File: src/sv/wvma_pkg.sv
// Shared types and constants for the window variance motion alarm.
`default_nettype none

package wvma_pkg;

    localparam int APB_ADDR_W = 4;
    localparam int APB_DATA_W = 32;

    localparam int THR_W      = 8;
    localparam int MODE_W     = 2;
    localparam int DIST_W     = 16;
    localparam int MEAN_W     = 16;
    localparam int VAR_W      = 33;
    localparam int DIGIT_BITS = 8;

    localparam logic [1:0] REG_THRESHOLD  = 2'd0;
    localparam logic [1:0] REG_DIST_EN    = 2'd1;
    localparam logic [1:0] REG_VIB_EN     = 2'd2;

    localparam logic [THR_W-1:0] THRESHOLD_RESET = 8'd10;
    localparam logic             DIST_EN_RESET   = 1'b1;
    localparam logic             VIB_EN_RESET    = 1'b1;

    localparam logic [MODE_W-1:0] MODE_DISTANCE  = 2'd0;
    localparam logic [MODE_W-1:0] MODE_VIBRATION = 2'd1;
    localparam logic [MODE_W-1:0] MODE_CLEAR     = 2'd2;

    localparam logic SRC_DISTANCE  = 1'b0;
    localparam logic SRC_VIBRATION = 1'b1;

    typedef struct packed {
        logic [THR_W-1:0] variance_threshold;
        logic             distance_enable;
        logic             vibration_enable;
    } cfg_t;

endpackage

`default_nettype wire

File: src/sv/wvma_ram.sv
// Generic single-write, single-read RAM with registered read data.
`default_nettype none

module wvma_ram #(
    parameter int WIDTH = 16,
    parameter int DEPTH = 10
) (
    input  wire logic                     aclk,
    input  wire logic                     we,
    input  wire logic [$clog2(DEPTH)-1:0] waddr,
    input  wire logic [WIDTH-1:0]         wdata,
    input  wire logic [$clog2(DEPTH)-1:0] raddr,
    output logic      [WIDTH-1:0]         rdata
);

    logic [WIDTH-1:0] mem [DEPTH];

    always_ff @(posedge aclk) begin
        if (we) begin
            mem[waddr] <= wdata;
        end
        rdata <= mem[raddr];
    end

endmodule

`default_nettype wire

File: src/sv/wvma_cfg.sv
// APB configuration registers: variance threshold and sensing enables.
`default_nettype none

module wvma_cfg
    import wvma_pkg::*;
(
    input  wire logic                  aclk,
    input  wire logic                  aresetn,
    input  wire logic                  psel,
    input  wire logic                  penable,
    input  wire logic                  pwrite,
    input  wire logic [APB_ADDR_W-1:0] paddr,
    input  wire logic [APB_DATA_W-1:0] pwdata,
    output logic      [APB_DATA_W-1:0] prdata,
    output logic                       pready,
    output cfg_t                       cfg
);

    cfg_t       cfg_reg, cfg_next;
    logic       wr_en;
    logic [1:0] reg_idx;

    assign pready  = 1'b1;
    assign wr_en   = psel & penable & pwrite & pready;
    assign reg_idx = paddr[APB_ADDR_W-1:2];
    assign cfg     = cfg_reg;

    always_comb begin
        cfg_next = cfg_reg;
        if (wr_en) begin
            unique case (reg_idx)
                REG_THRESHOLD: cfg_next.variance_threshold = pwdata[THR_W-1:0];
                REG_DIST_EN:   cfg_next.distance_enable    = pwdata[0];
                REG_VIB_EN:    cfg_next.vibration_enable   = pwdata[0];
                default: ;
            endcase
        end
    end

    always_comb begin
        unique case (reg_idx)
            REG_THRESHOLD: prdata = APB_DATA_W'(cfg_reg.variance_threshold);
            REG_DIST_EN:   prdata = APB_DATA_W'(cfg_reg.distance_enable);
            REG_VIB_EN:    prdata = APB_DATA_W'(cfg_reg.vibration_enable);
            default:       prdata = '0;
        endcase
    end

    always_ff @(posedge aclk) begin
        if (!aresetn) begin
            cfg_reg.variance_threshold <= THRESHOLD_RESET;
            cfg_reg.distance_enable    <= DIST_EN_RESET;
            cfg_reg.vibration_enable   <= VIB_EN_RESET;
        end else begin
            cfg_reg <= cfg_next;
        end
    end

endmodule

`default_nettype wire

File: src/sv/wvma_div.sv
// Serial restoring divider by a small divisor, eight quotient bits per cycle.
`default_nettype none

module wvma_div
    import wvma_pkg::*;
#(
    parameter int DIV_W = 40,
    parameter int REM_W = 4
) (
    input  wire logic             aclk,
    input  wire logic             aresetn,
    input  wire logic             start,
    input  wire logic [DIV_W-1:0] dividend,
    input  wire logic [REM_W-1:0] divisor,
    output logic                  done,
    output logic      [DIV_W-1:0] quotient
);

    localparam int STEPS  = DIV_W / DIGIT_BITS;
    localparam int STEP_W = $clog2(STEPS + 1);

    logic [DIV_W-1:0]  quo_reg, quo_next, quo_t;
    logic [REM_W-1:0]  rem_reg, rem_next, rem_t;
    logic [REM_W-1:0]  dsr_reg, dsr_next;
    logic [STEP_W-1:0] step_reg, step_next;
    logic              busy_reg, busy_next;
    logic              done_reg, done_next;
    logic [REM_W:0]    trial;

    assign done     = done_reg;
    assign quotient = quo_reg;

    always_comb begin
        rem_t = rem_reg;
        quo_t = quo_reg;
        trial = '0;
        for (int k = 0; k < DIGIT_BITS; k++) begin
            trial = {rem_t, quo_t[DIV_W-1]};
            quo_t = {quo_t[DIV_W-2:0], 1'b0};
            if (trial >= {1'b0, dsr_reg}) begin
                rem_t    = REM_W'(trial - {1'b0, dsr_reg});
                quo_t[0] = 1'b1;
            end else begin
                rem_t = trial[REM_W-1:0];
            end
        end
    end

    always_comb begin
        quo_next  = quo_reg;
        rem_next  = rem_reg;
        dsr_next  = dsr_reg;
        step_next = step_reg;
        busy_next = busy_reg;
        done_next = 1'b0;
        if (start) begin
            quo_next  = dividend;
            rem_next  = '0;
            dsr_next  = divisor;
            step_next = STEP_W'(STEPS);
            busy_next = 1'b1;
        end else if (busy_reg) begin
            quo_next  = quo_t;
            rem_next  = rem_t;
            step_next = step_reg - STEP_W'(1);
            if (step_reg == STEP_W'(1)) begin
                busy_next = 1'b0;
                done_next = 1'b1;
            end
        end
    end

    always_ff @(posedge aclk) begin
        if (!aresetn) begin
            step_reg <= '0;
            busy_reg <= 1'b0;
            done_reg <= 1'b0;
        end else begin
            step_reg <= step_next;
            busy_reg <= busy_next;
            done_reg <= done_next;
        end
        quo_reg <= quo_next;
        rem_reg <= rem_next;
        dsr_reg <= dsr_next;
    end

endmodule

`default_nettype wire

File: src/sv/window_variance_motion_alarm.sv
// Window variance motion alarm: top level with sample memory, passes and alarm latch.
//
// The block keeps the last WINDOW distance samples in a small circular RAM and a
// latched alarm. Per request it writes the sample (mode 0), sweeps the RAM once to
// form the sum and check for empty or zero entries, divides by WINDOW, sweeps again
// to accumulate squared deviations through a registered multiplier, and divides by
// WINDOW-1. The result is presented in the output register, and the next request is
// taken after it is presented. The two passes share the single read port, and both
// divisions use the shared divider, which retires eight quotient bits per cycle.
// One request is in flight at a time; a new one is taken while the previous result
// waits in the output register, and its result waits until that one is taken.
// Window entries start as zero through per-entry valid bits, so no clearing pass
// follows reset.
`default_nettype none

module window_variance_motion_alarm
    import wvma_pkg::*;
#(
    parameter int WINDOW      = 10,
    parameter int SAMPLE_BITS = 16
) (
    input  wire logic                  aclk,
    input  wire logic                  aresetn,

    input  wire logic                  s_valid,
    output logic                       s_ready,
    input  wire logic [MODE_W-1:0]     s_mode,
    input  wire logic [DIST_W-1:0]     s_distance_value,

    output logic                       m_valid,
    input  wire logic                  m_ready,
    output logic                       m_alarm_active,
    output logic                       m_alarm_raised,
    output logic                       m_raise_source,
    output logic      [MEAN_W-1:0]     m_window_mean,
    output logic      [VAR_W-1:0]      m_window_variance,

    input  wire logic                  psel,
    input  wire logic                  penable,
    input  wire logic                  pwrite,
    input  wire logic [APB_ADDR_W-1:0] paddr,
    input  wire logic [APB_DATA_W-1:0] pwdata,
    output logic      [APB_DATA_W-1:0] prdata,
    output logic                       pready
);

    localparam int SB      = SAMPLE_BITS;
    localparam int AW      = $clog2(WINDOW);
    localparam int CW      = $clog2(WINDOW + 1);
    localparam int SUM_W   = SB + CW;
    localparam int SQ_W    = 2 * SB;
    localparam int ACC_RAW = SQ_W + CW;
    localparam int ACC_W   = (ACC_RAW > 64) ? 64 : ACC_RAW;
    localparam int DIV_W   = ((ACC_W + DIGIT_BITS - 1) / DIGIT_BITS) * DIGIT_BITS;

    localparam logic [2:0] S_IDLE = 3'd0;
    localparam logic [2:0] S_SUM  = 3'd1;
    localparam logic [2:0] S_DIV1 = 3'd2;
    localparam logic [2:0] S_VAR  = 3'd3;
    localparam logic [2:0] S_DIV2 = 3'd4;
    localparam logic [2:0] S_DONE = 3'd5;

    cfg_t cfg;

    logic [2:0]        state_reg, state_next;
    logic [MODE_W-1:0] mode_reg, mode_next;
    logic [AW-1:0]     head_reg, head_next;
    logic [WINDOW-1:0] valid_reg, valid_next;
    logic [CW-1:0]     cnt_reg, cnt_next;
    logic              p1_reg, p1_next;
    logic              p2_reg, p2_next;
    logic              p3_reg, p3_next;
    logic              rd_vld_reg, rd_vld_next;
    logic              all_nz_reg, all_nz_next;
    logic [SUM_W-1:0]  sum_reg, sum_next;
    logic [SB-1:0]     avg_reg, avg_next;
    logic [SB-1:0]     d_reg, d_next;
    logic [SQ_W-1:0]   sq_reg, sq_next;
    logic [ACC_W-1:0]  acc_reg, acc_next;
    logic [ACC_W:0]    acc_sum;
    logic              alarm_reg, alarm_next;

    logic              m_valid_reg, m_valid_next;
    logic              raised_reg, raised_next;
    logic              src_reg, src_next;
    logic [MEAN_W-1:0] mean_reg, mean_next;
    logic [VAR_W-1:0]  var_reg, var_next;

    logic              accept;
    logic              ram_we;
    logic [SB-1:0]     ram_rdata;
    logic [SB-1:0]     rd_val;
    logic              in_pass;
    logic              issue;
    logic              pass_end;
    logic              div_start;
    logic [DIV_W-1:0]  div_dividend;
    logic [CW-1:0]     div_divisor;
    logic              div_done;
    logic [DIV_W-1:0]  div_quo;
    logic              var_gt;

    wvma_cfg u_cfg (
        .aclk    (aclk),
        .aresetn (aresetn),
        .psel    (psel),
        .penable (penable),
        .pwrite  (pwrite),
        .paddr   (paddr),
        .pwdata  (pwdata),
        .prdata  (prdata),
        .pready  (pready),
        .cfg     (cfg)
    );

    wvma_ram #(
        .WIDTH (SB),
        .DEPTH (WINDOW)
    ) u_ram (
        .aclk  (aclk),
        .we    (ram_we),
        .waddr (head_reg),
        .wdata (SB'(s_distance_value)),
        .raddr (cnt_reg[AW-1:0]),
        .rdata (ram_rdata)
    );

    wvma_div #(
        .DIV_W (DIV_W),
        .REM_W (CW)
    ) u_div (
        .aclk     (aclk),
        .aresetn  (aresetn),
        .start    (div_start),
        .dividend (div_dividend),
        .divisor  (div_divisor),
        .done     (div_done),
        .quotient (div_quo)
    );

    assign s_ready = (state_reg == S_IDLE);
    assign accept  = s_valid & s_ready;
    assign ram_we  = accept & (s_mode == MODE_DISTANCE);

    assign in_pass  = (state_reg == S_SUM) || (state_reg == S_VAR);
    assign issue    = in_pass && (cnt_reg != CW'(WINDOW));
    assign pass_end = in_pass && (cnt_reg == CW'(WINDOW)) && !p1_reg && !p2_reg && !p3_reg;
    assign rd_val   = rd_vld_reg ? ram_rdata : '0;
    assign acc_sum  = {1'b0, acc_reg} + (ACC_W + 1)'(sq_reg);

    assign div_start    = pass_end;
    assign div_dividend = (state_reg == S_SUM) ? DIV_W'(sum_reg) : DIV_W'(acc_reg);
    assign div_divisor  = (state_reg == S_SUM) ? CW'(WINDOW) : CW'(WINDOW - 1);
    assign var_gt       = div_quo > DIV_W'(cfg.variance_threshold);

    assign m_valid           = m_valid_reg;
    assign m_alarm_active    = alarm_reg;
    assign m_alarm_raised    = raised_reg;
    assign m_raise_source    = src_reg;
    assign m_window_mean     = mean_reg;
    assign m_window_variance = var_reg;

    always_comb begin
        state_next   = state_reg;
        mode_next    = mode_reg;
        head_next    = head_reg;
        valid_next   = valid_reg;
        cnt_next     = issue ? cnt_reg + CW'(1) : cnt_reg;
        p1_next      = issue;
        p2_next      = p1_reg && (state_reg == S_VAR);
        p3_next      = p2_reg;
        rd_vld_next  = issue && valid_reg[cnt_reg[AW-1:0]];
        all_nz_next  = all_nz_reg;
        sum_next     = sum_reg;
        avg_next     = avg_reg;
        d_next       = d_reg;
        sq_next      = d_reg * d_reg;
        acc_next     = acc_reg;
        alarm_next   = alarm_reg;
        m_valid_next = m_valid_reg && !m_ready;
        raised_next  = raised_reg;
        src_next     = src_reg;
        mean_next    = mean_reg;
        var_next     = var_reg;

        if (p1_reg && (state_reg == S_SUM)) begin
            sum_next    = sum_reg + SUM_W'(rd_val);
            all_nz_next = all_nz_reg && (rd_val != '0);
        end
        if (p1_reg && (state_reg == S_VAR)) begin
            d_next = (rd_val >= avg_reg) ? rd_val - avg_reg : avg_reg - rd_val;
        end
        if (p3_reg) begin
            acc_next = acc_sum[ACC_W] ? '1 : acc_sum[ACC_W-1:0];
        end

        unique case (state_reg)
            S_IDLE: begin
                if (accept) begin
                    mode_next   = s_mode;
                    sum_next    = '0;
                    acc_next    = '0;
                    all_nz_next = 1'b1;
                    cnt_next    = '0;
                    state_next  = S_SUM;
                    if (ram_we) begin
                        valid_next[head_reg] = 1'b1;
                        head_next = (head_reg == AW'(WINDOW - 1)) ? '0 : head_reg + AW'(1);
                    end
                end
            end
            S_SUM: begin
                if (pass_end) begin
                    state_next = S_DIV1;
                end
            end
            S_DIV1: begin
                if (div_done) begin
                    avg_next   = SB'(div_quo);
                    cnt_next   = '0;
                    state_next = S_VAR;
                end
            end
            S_VAR: begin
                if (pass_end) begin
                    state_next = S_DIV2;
                end
            end
            S_DIV2: begin
                if (div_done) begin
                    state_next = S_DONE;
                end
            end
            S_DONE: begin
                if (!m_valid_reg || m_ready) begin
                    raised_next  = 1'b0;
                    src_next     = SRC_DISTANCE;
                    mean_next    = ((DIV_W'(avg_reg) >> MEAN_W) != '0) ? '1 : MEAN_W'(avg_reg);
                    var_next     = ((div_quo >> VAR_W) != '0) ? '1 : VAR_W'(div_quo);
                    m_valid_next = 1'b1;
                    state_next   = S_IDLE;
                    case (mode_reg)
                        MODE_DISTANCE: begin
                            if (!alarm_reg && all_nz_reg && var_gt && cfg.distance_enable) begin
                                alarm_next  = 1'b1;
                                raised_next = 1'b1;
                            end
                        end
                        MODE_VIBRATION: begin
                            if (!alarm_reg && cfg.vibration_enable) begin
                                alarm_next  = 1'b1;
                                raised_next = 1'b1;
                                src_next    = SRC_VIBRATION;
                            end
                        end
                        MODE_CLEAR: begin
                            alarm_next = 1'b0;
                        end
                        default: ;
                    endcase
                end
            end
            default: begin
                state_next = S_IDLE;
            end
        endcase
    end

    always_ff @(posedge aclk) begin
        if (!aresetn) begin
            state_reg   <= S_IDLE;
            head_reg    <= '0;
            valid_reg   <= '0;
            cnt_reg     <= '0;
            p1_reg      <= 1'b0;
            p2_reg      <= 1'b0;
            p3_reg      <= 1'b0;
            alarm_reg   <= 1'b0;
            m_valid_reg <= 1'b0;
        end else begin
            state_reg   <= state_next;
            head_reg    <= head_next;
            valid_reg   <= valid_next;
            cnt_reg     <= cnt_next;
            p1_reg      <= p1_next;
            p2_reg      <= p2_next;
            p3_reg      <= p3_next;
            alarm_reg   <= alarm_next;
            m_valid_reg <= m_valid_next;
        end
        mode_reg   <= mode_next;
        rd_vld_reg <= rd_vld_next;
        all_nz_reg <= all_nz_next;
        sum_reg    <= sum_next;
        avg_reg    <= avg_next;
        d_reg      <= d_next;
        sq_reg     <= sq_next;
        acc_reg    <= acc_next;
        raised_reg <= raised_next;
        src_reg    <= src_next;
        mean_reg   <= mean_next;
        var_reg    <= var_next;
    end

endmodule

`default_nettype wire
File: config.mk
export PLATFORM = sky130hd
export DESIGN_NAME = window_variance_motion_alarm
export DESIGN_NICKNAME = d
export VERILOG_FILES = /design/src/sv/wvma_pkg.sv /design/src/sv/wvma_ram.sv /design/src/sv/wvma_cfg.sv /design/src/sv/wvma_div.sv /design/src/sv/window_variance_motion_alarm.sv
export SDC_FILE = /design/constraint.sdc
export NUM_CORES = 1
export LEC_CHECK = 0
export BUFFER_PORTS_ARGS = -buffer_cell sky130_fd_sc_hd__buf_4
export CAP_MARGIN = 20
export CORE_ASPECT_RATIO = 1.2
export CORE_MARGIN = 4
export CORE_UTILIZATION = 35
export CTS_CLUSTER_SIZE = 12
export DETAILED_ROUTE_END_ITERATION = 10
export GPL_TIMING_DRIVEN = 0
export PLACE_DENSITY = 0.53
export SLEW_MARGIN = 25
export SYNTH_ARGS = -nofsm -noshare
export SYNTH_HDL_FRONTEND = slang
export SYNTH_SLANG_ARGS = --single-unit
export TNS_END_PERCENT = 5
File: constraint.sdc
create_clock -name aclk -period 13.65 [get_ports aclk]
set_input_delay 2.73 -clock aclk [delete_from_list [all_inputs] [get_ports aclk]]
set_output_delay 2.73 -clock aclk [all_outputs]
set_load 0.01 [all_outputs]
==> metrics.sh <==
RUN_STATUS='completed'
NUMBER_OF_MAX_SLEW_VIOLATIONS_IN_THE_FINAL_REPORT=0
WORSTREG2REGEND='u_div.rem_reg[0]'
ROUTE.VIAS.TOTAL=19100
MAXCAPVIOLCOUNT=0
FINAL_ANTENNA_NET_COUNT=0
CRIT_PATH_MAX_FANOUT=10
WORST-ENDPOINT-ARRIVAL_NS=13.07
DIEWIDTH_UM=266
SLEW_HEADROOM_PCT=31.9
SYNTH_WARNINGS=0
YS_SEQ_ELEMENTS=437
POSTSYNTHAREAPERCELL_UM2=10.9
PERIOD_SHARE_PCT=92.0
GP_CONGESTION=0.862
FINAL_CORE_UTIL_PCT=40.3
CLOCKBUFFERDEPTH=3
CP_TOP_FAMILY='compound AO/OA/AOI/OAI gates'
MAX_SLEW.WORST_PIN.SLEW_NS=1.01
CTS-BUFFERS-INSERTED=48
POSTSYNTH.ASYNCRESETSHARE_PCT=0
CRITICAL_PATH.ENDPOINT_TYPE='register'
CTS_HOLD_REPAIR.BUFFERS=0
HOLDCRITPATHCLASS='reg -> reg'
DR.PASS1.ITERS=5
SETUP-TNS-FINAL_NS=0
HTREE_NUM_LEVELS=2
FINAL_LAYOUT_SIZE_SUFFIX_GT1_SHARE_PCT=12.3
FINISH.NET_COUNT=3199
CLOCK_LATENCY_NS=0.59
CRITICAL_PATH.MOST_COMMON_CELL='ha_1'
NETLIST.AREA_LEADER.SHARE_PCT=30.7
FINAL.SETUP_SKEW_NS=0.0221
LARGEST_REG_FLOPS=160
RSZ_0062_RAISED_AFTER_GLOBAL_ROUTING='no'
SYNTH_ENABLE_FLOP_CELLS=287
CP-START-KIND='register'
FLOW.AREA_GROWTH_FROM_SYNTHESIS_PCT=14.0
FLOORPLAN.INITIALDENSITY_PCT=35.4
FMAX_GHz=0.0796
LEAKAGEPOWER_uW=0.0134
CRITICALPATHCATEGORY='reg -> reg'
CTS.SINK_COUNT=437
CTSRESIZECOUNT=0
REG2REG_FROM='u_div.dsr_reg[1]'
PORT_BUFFERS=96
CRITICAL_PATH.N_BUFFERS_INVERTERS=5
DIEAREA_UM2=84800
DR.FIRST_ITER.DRC_COUNT=1042
ANTENNADIODECOUNT=0
POSTSYNTHCELLCOUNT=2567
SYNTH.LARGEST_AREA_CELL='edfxtp_1'
YOSYSUNIQUECELLTYPES=86
FLOORPLAN.DIE.HEIGHT_UM=318
GRT_FIRST_PASS_WIRELENGTH_UM=113000
YOSYSSEQAREASHARE_PCT=41.4
PERIOD_NEEDED_NS=12.56
FP.COREAREA_UM2=79300
CLOCK_TREE.ROOT_CELL='clkbuf_16'
MAX_STAGE_DELAY_NS=0.70
POWER.DENSITY_nW_PER_UM2=125
PEAKVDDDROP_uV=138
REG2REG_DEPTH=48
PATH_DEPTH=48
PLACEMENT_ROWS=113
CPMAXSTAGEDELAYCELL='edfxtp_1'
POSTSYNTH.TOPFLOPCELL='edfxtp_1'
AVERAGE_WIRE_PER_CELL_IN_THE_ROUTED_DESIGN_UM=18.6
CRIT_START='u_div.dsr_reg[1]'
TRITONCTS_CLOCK_TREE='built'
WORST-ENDPOINT-REQUIRED_NS=14.16
GRT.TOTAL_USAGE_PCT=16.9
ROUTE.DETAILED.DRC=0
NETLIST_TOP_CELLS_AREA='edfxtp_1 31%, fa_1 12%, dfxtp_1 11%'
R2R_SLACK_NS=1.09
HOLD_VIOL=0
CLOCK_INPUT_TRANSITION_AT_THE_SEQUENTIAL_CELLS_OF_THE_WORST_SETUP_AND_HOLD_PATHS_NS=0.06
GRT_ANTENNA_BEFORE_REPAIR=0
GRT_PASS1_VIAS=20400
DP.FINAL_HPWL_UM=56500
LARGEST_NET_DEGREE_AT_THE_START_OF_GLOBAL_ROUTING=34
TIMING.CRITICAL_PATH.TO='u_div.rem_reg[0]'
POST-SYNTH-TOP-COUNT-CELL='inv_1'
SYNTH.CELL_AREA_UM2=28100
PIN_COUNT=148
CTS_POST_SETUP_BUFFERS_INSERTED=0
ROUTE.FINAL.WIRE_LENGTH_UM=71300
SYNTHTOPCELLSBYCOUNT='313 x inv_1, 287 x edfxtp_1, 207 x ha_1'
FINALPOWER_uW=3990
FINALSETUPVIOLATIONS=0
GLOBALROUTE.TOTALOVERFLOW=0
LAYOUT.FILLER_CELLS=7685
ROUTE.DETAILED.VIAS_PER_INST=4.99
-- kinds of logic after synthesis --
| group | synth area share [%] |
|---|---|
| buf+inv | 6.05 |
| other cells | 0.0268 |
| flops | 41.4 |
| xor+xnor | 3.00 |
| fa+ha+maj | 21.7 |
| compound gates | 10.2 |
| mux | 5.78 |
| simple gates | 11.8 |
-- metrics by stage --
stage               cell area (um2)  hold WS, ns  instances  worst slack (ns)
floorplan                     28100        0.426       2590              3.24
global placement              30200        0.447       3721              1.40
detailed placement            30400        0.458       3741             0.987
CTS                           32000        0.469       3831             0.968
global route                  32000        0.490       3831            0.0905
finish                        32000        0.465       3831              1.09
-- cell usage in the layout, fill, tap and decap left out, types with 13 or more instances in the layout --
| master | n |
|---|---|
| and2_1 | 67 |
| o21ai_0 | 89 |
| nand2_1 | 193 |
| xnor2_1 | 70 |
| inv_1 | 312 |
| a21o_1 | 33 |
| o21a_1 | 13 |
| dfxtp_1 | 150 |
| clkbuf_16 | 49 |
| nand3_1 | 43 |
| buf_4 | 131 |
| mux2i_1 | 66 |
| conb_1 | 25 |
| a211oi_1 | 30 |
| or2_2 | 39 |
| nor4_1 | 14 |
| nor2b_1 | 34 |
| mux4_2 | 34 |
| a21oi_1 | 160 |
| o21bai_1 | 31 |
| and3_1 | 16 |
| nand2b_1 | 27 |
| xor2_1 | 26 |
| nor3_1 | 42 |
| clkbuf_1 | 98 |
| fa_1 | 175 |
| ha_1 | 207 |
| nor2_1 | 123 |
| edfxtp_1 | 287 |
-- how the worst min path moves through the flow --
stage,from,end,slack [ns],cells past startpoint
2_1_floorplan,avg_reg[15],m_window_mean[15],0.43,0
3_3_place_gp,valid_reg[4],valid_reg[4],0.45,2
3_5_place_dp,valid_reg[2],valid_reg[2],0.46,2
4_1_cts,u_cfg.cfg[8],u_cfg.cfg[8],0.47,2
5_1_grt,valid_reg[8],valid_reg[8],0.49,2
6_report,valid_reg[2],valid_reg[2],0.46,2
-- per-layer routing --
| metal | vias to the layer above | share of wire, % | global-route usage [%] |
|---|---|---|---|
| li1 | 9188 | - | - |
| met1 | 9476 | 42 | 21.0 |
| met2 | 349 | 50 | 30.1 |
| met3 | 110 | 4.1 | 2.52 |
| met4 | 0 | 3.1 | 5.10 |
| met5 | - | 0 | 0 |
-- cell type report --
| cell class | count | area, um2 | share of cell area, % |
|---|---|---|---|
| sequential | 437 | 11600 | 36.3 |
| buffer | 112 | 518 | 1.62 |
| tap | 1035 | 1290 | 4.05 |
| timing repair buffer | 116 | 935 | 2.92 |
| clock buffer | 70 | 1340 | 4.17 |
| inverter | 314 | 1180 | 3.68 |
| multi-input combinational | 1727 | 14900 | 46.5 |
| clock inverter | 20 | 218 | 0.681 |
-- report_power, final --
group          leakage [uW]  internal (uW)  total, uW  switching (uW)
clock              0.000743            742       1280             540
combinational       0.00888            557       1260             700
sequential          0.00374           1440       1450            13.0
total                0.0134           2740       3990            1250
-- worst reg2reg max path: cells and delay by family (launching register included) --
kind / cells / cell delay [ns]
DFF: 1 / 0.70
buffers and inverters: 5 / 0.80
muxes: 7 / 2.51
and+or+nand+nor: 10 / 1.71
adders and majority gates: 8 / 2.61
AOI/OAI and AO/OA: 18 / 4.15
No activity file was read; power rests on OpenSTA's default activity.
